<file path="src/pcfl_head_store.sv">
// List heads: head slot RAM per CPU, valid flags in flops, lowest non-empty search.
`timescale 1ns / 1ps

module pcfl_head_store #(
  parameter int unsigned NUM_CPUS = 8,
  parameter int unsigned SLOT_W   = 15,
  parameter int unsigned CPU_W    = 3
) (
  input  logic                clk_i,
  input  logic                rst_ni,
  input  logic                rd_en_i,
  input  logic [CPU_W-1:0]    rd_idx_i,
  output logic [SLOT_W-1:0]   rd_slot_o,
  input  logic                wr_en_i,
  input  logic [CPU_W-1:0]    wr_idx_i,
  input  logic [SLOT_W-1:0]   wr_slot_i,
  input  logic                wr_valid_i,
  output logic [NUM_CPUS-1:0] valid_o,
  output logic                any_o,
  output logic [CPU_W-1:0]    lowest_o
);

  logic [SLOT_W-1:0]   mem [NUM_CPUS];
  logic [SLOT_W-1:0]   rd_slot_q;
  logic [NUM_CPUS-1:0] valid_q;
  logic [NUM_CPUS-1:0] valid_d;

  always_ff @(posedge clk_i) begin
    if (wr_en_i) begin
      mem[wr_idx_i] <= wr_slot_i;
    end
  end

  always_ff @(posedge clk_i) begin
    if (rd_en_i) begin
      rd_slot_q <= mem[rd_idx_i];
    end
  end

  always_comb begin
    valid_d = valid_q;
    if (wr_en_i) begin
      valid_d[wr_idx_i] = wr_valid_i;
    end
  end

  always_ff @(posedge clk_i or negedge rst_ni) begin
    if (!rst_ni) begin
      valid_q <= '0;
    end else begin
      valid_q <= valid_d;
    end
  end

  always_comb begin
    lowest_o = '0;
    for (int i = NUM_CPUS - 1; i >= 0; i--) begin
      if (valid_q[i]) begin
        lowest_o = CPU_W'(i);
      end
    end
  end

  assign any_o     = |valid_q;
  assign valid_o   = valid_q;
  assign rd_slot_o = rd_slot_q;

endmodule

</file>
<file path="config.mk">
export PLATFORM = sky130hd
export DESIGN_NAME = pcfl_head_store
export DESIGN_NICKNAME = d
export VERILOG_FILES = /design/src/pcfl_head_store.sv
export SDC_FILE = /design/constraint.sdc
export NUM_CORES = 1
export LEC_CHECK = 0
export CORE_MARGIN = 2
export CORE_UTILIZATION = 55
export CTS_CLUSTER_SIZE = 8
export DETAILED_ROUTE_END_ITERATION = 8
export DONT_BUFFER_PORTS = 1
export PLACE_DENSITY_LB_ADDON = 0.1
export SLEW_MARGIN = 10
export SYNTH_ARGS = -nofsm -noshare
export SYNTH_HDL_FRONTEND = slang
export SYNTH_SLANG_ARGS = --single-unit
</file>
<file path="constraint.sdc">
create_clock -name clk_i -period 1.77 [get_ports clk_i]
set_input_delay 0.0885 -clock clk_i [delete_from_list [all_inputs] [get_ports clk_i]]
set_output_delay 0.0885 -clock clk_i [all_outputs]
set_load 0.01 [all_outputs]
</file>
==> qor.csv <==
stage,metric,value,unit
status,status,finished clean,
min_path,Worst Hold Depth,2,
global_route,total grt overflow,0,
clock_tree,CTS H-tree lvls,4,
logic_synthesis,Seq cells post-synth,143,
clock_tree,clock-pin slew on the worst setup and hold paths,0.06,ns
die,Placeable Area,9730,um^2
final_layout,Storage cell area,4250,um^2
critical_path,Reg-to-Reg End,valid_o[0],
final_layout,Ant. Diodes,0,
die,height of the die,104,um
logic_synthesis,Synth area leaders,"edfxtp_1, mux4_1, mux2_2",
logic_synthesis,Mean Syn Cell Area,23.9,um^2
critical_path,worst-path fanout max,5,
placed_design,GP Congestion,0.733,
logic_synthesis,"Primary FF master, synth",edfxtp_1,
logic_synthesis,Syn Nets,256,
clock_tree,CTS sink count,143,
power,worst vdd ir,653,uV
routing,DRT iter0 DRCs,169,
critical_path,Critical Path AT,1.62,ns
die,IO Count,53,
clock_tree,CTS tree,done,
routing,wl on met1,3.98,mm
clock_tree,TritonCTS Buffers,17,
logic_synthesis,top cell type's share of synthesized area,0.739,
routing,routed len/inst,22.6,um
sta,Worst Tran Pin Value,0.956,ns
logic_synthesis,Synth area leader,edfxtp_1,
critical_path,Reg2Reg Depth,2,
routing,drt via density,5.76,
routing,Initial DRT Pass Iterations,5,
clock_tree,Worst-Skew Late Latency,0.51,ns
flow_run,max-cap viol count,0,
logic_synthesis,"Seq/Total Area, Yosys",0.775,
logic_synthesis,Netlist cell types,19,
global_route,pin count of the biggest net entering global routing,31,
sta,Final Max Slew Viols,0,
final_layout,Nets,303,
die,die area,10800,um^2
sta,period utilisation layout,0.968,
die,Starting Density,0.564,
logic_synthesis,Async SR Flop Fraction,0.0559,
critical_path,startpoint types,flop,
final_layout,layout cell share with drive strength beyond 1,0.241,
sta,clock skew,0.00431,ns
power,Overall Power,7.84,mW
power,PD cells,1190,nW/um^2
logic_synthesis,synth warn,0,
sta,Relative slew margins,0.361,
critical_path,element type at the critical path end,primary output,
routing,metal2 WL,5.14,mm
critical_path,reg2reg start,valid_o[0],
die,Site Rows,36,
global_route,initial antenna violation count,0,
min_path,hold_sp,rd_idx_i[1],
sta,total negative setup slack,0,ns
placed_design,post-DP HPWL,5.28,mm
logic_synthesis,"count leader, synth",edfxtp_1,
clock_tree,Bufs on Longest Clock Path,2,
placed_design,IO Port Bufs,0,
routing,drt total wl,9.57,mm
routing,met3 WL,380,um
power,leakage,2.24,nW
min_path,Hold WC Path Type,input pin to flop,
clock_tree,Clk Tree Root Cell,clkbuf_8,
logic_synthesis,Synth Instances,230,
global_route,first-pass GRT wire length,14.4,mm
routing,via count,2436,
sta,Max Clock Freq,584,MHz
critical_path,Crit Path Category,flop to primary output,
critical_path,Worst R2R Setup Slack,0.35,ns
die,Die W,104,um
sta,Fin. Hold Viols,0,
logic_synthesis,number of synthesized flops with an enable pin,135,
critical_path,Worst Path Required,1.68,ns
global_route,vias in the first global route,2553,
sta,RSZ-0062 raised after global routing,true,
routing,max layer used,met4,
final_layout,area grow syn2layout,19.6,%
sta,"Setup violations, final",0,
final_layout,footprint of the multi-input gates,1200,um^2
logic_synthesis,most frequent cells after synthesis,"edfxtp_1, mux4_1, mux2_2, nor2_1, dfrtp_1",
routing,Residual DRC,0,
sta,final worst path period need,1.71,ns
logic_synthesis,Mapped Area,5490,um^2
final_layout,fillers,641,
routing,ANT nets after route,0,
global_route,GRT Total Usage,0.191,
min_path,hold endpoint,rd_slot_o[11],
worst max path at each step:
stage | startpoint | to | slack, ns
final | valid_o[7] | lowest_o[0] | 0.06
after global routing | valid_o[7] | lowest_o[0] | -0.02
after CTS | valid_o[7] | lowest_o[0] | 0.03
after detailed placement | mem[1][9] | rd_slot_o[9] | 0.37
after global placement | mem[3][6] | rd_slot_o[6] | 0.39
after floorplan | wr_idx_i[2] | valid_o[3] | 0.24
cell usage in the layout, fill, tap and decap left out, drive strengths merged, types with 2 or more instances in the layout:
| cell | count |
|---|---|
| clkinvlp | 3 |
| clkbuf | 20 |
| nor4 | 2 |
| dlygate4sd3 | 26 |
| nor2 | 9 |
| mux4 | 30 |
| nor3 | 2 |
| nand2b | 3 |
| dfrtp | 8 |
| buf | 10 |
| mux2 | 23 |
| inv | 4 |
| nor2b | 2 |
| nand2 | 3 |
| edfxtp | 135 |
| clkinv | 5 |
state kept, by name, summed over array words and instances, names as in the netlist:
signal,cells
valid_o,8
rd_slot_o,15
mem,120
area by class of cell:
class | count | area share
multi-input combinational | 78 | 0.183
timing repair buffer | 36 | 0.0530
sequential | 143 | 0.648
inverter | 1 | 0.000572
clock buffer | 20 | 0.0711
tap | 133 | 0.0254
clock inverter | 12 | 0.0191
timing repair:
item | CTS | global route
endpoints found under the setup margin | 0 | 3
setup buffers | 0 | 0
resized for setup | 0 | 3
hold endpoints to repair | 170 | 11
hold buffers | 25 | 2
cell families (layout without fill, tap and decap cells):
family | Yosys count | after routing | share of synthesized area
DFF | 143 | 143 | 0.775
and+or+nand+nor | 21 | 21 | 0.0180
muxes | 53 | 53 | 0.191
AOI/OAI and AO/OA | 4 | 4 | 0.00525
buffers and inverters | 9 | 69 | 0.0105
metal layers:
| layer | vias up | global-route usage |
|---|---|---|
| li1 | 1085 | - |
| met1 | 1285 | 0.227 |
| met2 | 59 | 0.329 |
| met3 | 7 | 0.0627 |
| met4 | 0 | 0.0666 |
| met5 | - | 0 |
metrics by stage:
stage / worst slack [ns] / utilization / std cells / hold WS [ns] / instance area, um^2
6_report: 0.0566 / 0.675 / 423 / 0.000851 / 6560
5_1_grt: -0.0233 / 0.675 / 423 / -0.0282 / 6560
4_1_cts: 0.0289 / 0.671 / 421 / -0.0243 / 6530
3_5_place_dp: 0.366 / 0.583 / 364 / -0.207 / 5680
3_3_place_gp: 0.395 / 0.583 / 364 / -0.207 / 5680
2_1_floorplan: 0.243 / - / 230 / -0.207 / 5500
critical path: stages (launching register included):
cell and delay (ns):
dfrtp_1 0.45, nor2b_1 0.16, o21bai_1 0.07, a221oi_1 0.44
where the power goes:
group	switching, mW	leakage [nW]	internal, mW
Clock	1.37	0.281	2.05
Sequential	0.130	1.33	3.88
Combinational	0.185	0.623	0.224
Total	1.69	2.24	6.15
(Power assumes the default switching activity.)
